`config.mk`:
```
export PLATFORM = sky130hd
export DESIGN_NAME = w3_mul
export DESIGN_NICKNAME = d
export VERILOG_FILES = /design/src/hdl/w3_pkg.sv /design/src/hdl/w3_mul.sv
export SDC_FILE = /design/constraint.sdc
export NUM_CORES = 2
export LEC_CHECK = 0
export ABC_AREA = 1
export BUFFER_PORTS_ARGS = -buffer_cell sky130_fd_sc_hd__buf_4
export CAP_MARGIN = 5
export CELL_PAD_IN_SITES_DETAIL_PLACEMENT = 0
export CELL_PAD_IN_SITES_GLOBAL_PLACEMENT = 2
export CORE_MARGIN = 3
export CORE_UTILIZATION = 35
export CTS_BUF_LIST = sky130_fd_sc_hd__clkbuf_4 sky130_fd_sc_hd__clkbuf_8 sky130_fd_sc_hd__clkbuf_16
export DETAILED_ROUTE_END_ITERATION = 12
export PLACE_DENSITY_LB_ADDON = 0.25
export SLEW_MARGIN = 20
export SYNTH_ARGS = -nofsm -noshare
export SYNTH_HDL_FRONTEND = slang
export SYNTH_SLANG_ARGS = --single-unit
```
`constraint.sdc`:
```
create_clock -name clk -period 16.88 [get_ports clk]
set_input_delay 3.376 -clock clk [delete_from_list [all_inputs] [get_ports clk]]
set_output_delay 3.376 -clock clk [all_outputs]
set_load 0.1 [all_outputs]
```
`src/hdl/w3_pkg.sv`:
```
`timescale 1ns / 1ps
`default_nettype none

package w3_pkg;

  // digit width of the partial-product multipliers
  localparam int DIG_BITS = 32;
  localparam int EPS_BITS = 32;
  localparam int SAMPLE_BITS_DEF = 32;

endpackage

`default_nettype wire

```
`src/hdl/w3_mul.sv`:
```
`timescale 1ns / 1ps
`default_nettype none

module w3_mul #(
  parameter int AW = 32,
  parameter int BW = 32,
  parameter int LN = 1,
  parameter int SW = 1
) (
  input  logic                      clk,
  input  logic                      rst,
  input  logic                      in_valid,
  input  logic [LN-1:0][AW-1:0]     a,
  input  logic [LN-1:0][BW-1:0]     b,
  input  logic [SW-1:0]             side,
  output logic                      out_valid,
  output logic [LN-1:0][AW+BW-1:0]  prod,
  output logic [SW-1:0]             side_out
);

  localparam int DG  = w3_pkg::DIG_BITS;
  localparam int NA  = (AW + DG - 1) / DG;
  localparam int NB  = (BW + DG - 1) / DG;
  localparam int NS  = NA * NB;
  localparam int AXW = NA * DG;
  localparam int BXW = NB * DG;
  localparam int EW  = AXW + BXW;

  logic [NS:0]                    vld;
  logic [NS:0][LN-1:0][AXW-1:0]   ap;
  logic [NS:0][LN-1:0][BXW-1:0]   bp;
  logic [NS:0][LN-1:0][EW-1:0]    acc;
  logic [NS:0][SW-1:0]            sd;
  logic [NS-1:0][LN-1:0][2*DG-1:0] pp;

  // one digit pair per stage
  always_comb begin
    for (int k = 0; k < NS; k++) begin
      for (int l = 0; l < LN; l++) begin
        pp[k][l] = (2*DG)'(ap[k][l][(k / NB)*DG +: DG]) *
                   (2*DG)'(bp[k][l][(k % NB)*DG +: DG]);
      end
    end
  end

  always_ff @(posedge clk) begin
    if (rst) begin
      vld <= '0;
    end else begin
      vld <= {vld[NS-1:0], in_valid};
    end
  end

  always_ff @(posedge clk) begin
    for (int l = 0; l < LN; l++) begin
      ap[0][l]  <= AXW'(a[l]);
      bp[0][l]  <= BXW'(b[l]);
      acc[0][l] <= '0;
    end
    sd[0] <= side;
    for (int k = 0; k < NS; k++) begin
      ap[k+1] <= ap[k];
      bp[k+1] <= bp[k];
      sd[k+1] <= sd[k];
      for (int l = 0; l < LN; l++) begin
        acc[k+1][l] <= acc[k][l] + (EW'(pp[k][l]) << ((k / NB + k % NB) * DG));
      end
    end
  end

  always_comb begin
    for (int l = 0; l < LN; l++) begin
      prod[l] = acc[NS][l][AW+BW-1:0];
    end
  end

  assign out_valid = vld[NS];
  assign side_out  = sd[NS];

endmodule

`default_nettype wire

```
==> run metrics <==
drt drc=0; vias per inst=4.41; Post-synth EDFFs=0; type of origin of the critical path=register; Non-Filler Instances=around 6600; top achievable clock speed=133 MHz; reg2reg start=bp[15]$_DFF_P_; I/O pin cnt=134; vias in the first global route=31800; Post-CTS Setup Inserts=0; Area Growth Syn to Fin=8.18%; Gates resized, CTS repair=0; FF-to-FF path depth=22; first-pass GRT wire length=about 190000 um; port bufs=133; Num CTS Buffers=17; CTS tree=yes; maximum capacitance violations=0; Die Y=339 um; dpl hpwl=a little under 100000 um; reg2reg end=prod[32]$_DFF_P_; core area=109000 sq um; H-tree Lvls=4; clock root buffer=clkbuf_16; Syn Area/Cell=7.62 sq um; Register-to-Register Setup Slack=9.37 ns; worst hold path class=register to register; remaining global-route overflow=0; final net count=6342; top fanout value on the critical path=32; Hold WS=around 0.33 ns; DR iter-0 viols=1539; remaining antenna violation count=0; Slew Viols, Final=0; Critical Path Sink Type=register; # fillers=~12000; final setup TNS=0 ns; clk buf depth=2; wire length per cell=approximately 18 um; worst endpoint data arrival time=7.87 ns; crit path capture=prod[32]$_DFF_P_; multi-input logic area=28900 sq um; main flop type after synthesis=dfxtp_1; worst relative slew slack=45.8%; DR top layer=met5; Cells after Synth=5092; clk_skew=~0.027 ns; Req. time, crit path=17.24 ns; row cnt=121; initial core utilization=35.5%; Worst-path clk slew=about 0.08 ns; n_diodes=0; Cell Area, Synth=38800 sq um; M1 WL=51900 um; final hold vios=0; CP startpoint=bp[15]$_DFF_P_; CTS Sinks=132; syn nets=~6300; status=completed; worst-skew pair later-pin latency=0.55 ns; hold_buf cts=0; final WL=120000 um; DIE WIDTH=339 um; met2 WL=60100 um; largest net degree at the start of global routing=33; Post-synth ARST share=0%; ratio of cells with drive above 1 in the final layout=6.06%; Slew @ Worst Pin=0.813 ns; Reg area=2640 sq um; router iterations before antenna repair=6; final setup violating endpoints=0; crit share post-route=roughly 44%; Die ar.=115000 sq um; Synth Warn #=0; Tmin final=7.51 ns; DR vias=29200; Placed Cells=6572; GRT Total Usage=21.7%; unrepaired setup endpoints after global routing=no; met3 wire length=between 4000 and 5000 um; count of cell types in the netlist=23; RePlAce Congestion=0.868; number of synthesized register bits=132; post-synthesis sequential area ratio=6.81%; Setup Crit Path Kind=register to register; initial antenna violation count=1
-- through the flow --
stage	utilization [%]	area, sq um	worst slack, ns
3_5_place_dp	37.8	41400	9.44
3_3_place_gp	37.8	41400	9.36
6_report	38.4	42000	9.37
4_1_cts	38.4	42000	9.39
5_1_grt	38.4	42000	9.11
2_1_floorplan	-	38800	10.68
-- sequential cells by signal, summed over array words and instances (netlist names) --
name,count
sd,1
prod,64
vld,2
side_out,1
bp,32
ap,32
-- cell usage in the layout, fill, tap and decap left out, types with 3 or more instances in the layout --
cell        synthesis  layout
clkbuf_16           0      17
xor2_1             32      32
a21oi_1            44      44
nor2_4              7       7
inv_8               0       4
nand2_2            19      19
nor3_2              8       8
nand4_1            16      16
buf_4               0     196
inv_6               0       4
o21bai_1           11      11
inv_2              14      14
nand2_1          1558    1558
dfxtp_1           132     131
nor2_1             74      74
nand3_1            54      54
inv_1            1721    1721
ha_1              263     263
fa_1              896     896
clkinvlp_4          0       3
xnor2_1             4       4
nand3_2            10      10
nor3_1             10      10
nor2_2             23      23
-- worst min path at each step --
stage / start / endpoint / cells after the start
finish: sd[0]$_DFF_P_ / side_out$_DFF_P_ / 0
global route: sd[0]$_DFF_P_ / side_out$_DFF_P_ / 0
CTS: sd[0]$_DFF_P_ / side_out$_DFF_P_ / 0
detailed placement: sd[0]$_DFF_P_ / side_out$_DFF_P_ / 0
global placement: sd[0]$_DFF_P_ / side_out$_DFF_P_ / 0
floorplan: sd[0]$_DFF_P_ / side_out$_DFF_P_ / 0
-- worst max-delay path, cell delays in order (launching register included) --
cell     delay (ns)
dfxtp_2        0.85
nand2_1        0.10
inv_1          0.11
fa_1           0.44
fa_1           0.53
inv_1          0.05
fa_1           0.48
fa_1           0.52
inv_1          0.05
fa_1           0.55
fa_1           0.44
fa_1           0.52
fa_1           0.44
ha_1           0.57
nand2_1        0.20
nor2_1         0.20
inv_2          0.09
nor2_4         0.11
inv_2          0.07
nor2_1         0.14
nand2_1        0.07
nand2_1        0.20
xor2_1         0.57
-- logic make-up (layout without fill, tap and decap cells) --
| group | after synthesis | count (layout) | share of synthesized area [%] |
|---|---|---|---|
| xor gates and xnor gates | 36 | 36 | 0.812 |
| AOI/OAI and AO/OA | 58 | 58 | 0.835 |
| buffers and inverters | 1928 | 1964 | 18.6 |
| DFF | 132 | 132 | 6.81 |
| adders and majority gates | 1159 | 1159 | 54.7 |
| and+or+nand+nor | 1779 | 1779 | 18.2 |
-- cell type report --
type,instances,share of cell area (%)
Multi-Input combinational cell,3032,68.9
Clock buffer,18,1.05
Tap cell,1476,4.40
Clock inverter,14,0.325
Timing Repair Buffer,196,3.50
Inverter,1736,15.5
Sequential cell,132,6.30
-- routing by layer --
layer  up-vias  GRT usage (%)
met1     14600           28.1
met2       520           38.1
met3       120           3.12
li1      13900              -
met4         2           5.37
met5         -              0
-- Yosys cell counts (8+ instances only) --
master,count,share of area (%)
a21oi_1,44,0.57
clkbuf_1,192,1.9
dfxtp_1,132,6.8
fa_1,896,46
ha_1,263,8.5
inv_1,1721,17
inv_2,14,0.14
nand2_1,1558,15
nand2_2,19,0.31
nand3_1,54,0.70
nand3_2,10,0.26
nand4_1,16,0.26
nor2_1,74,0.72
nor2_2,23,0.37
nor3_1,10,0.13
nor3_2,8,0.21
o21bai_1,11,0.21
xor2_1,32,0.72
Power is not shown: default switching activity piles up to over one toggle a cycle in this logic, so the estimate is an artifact.
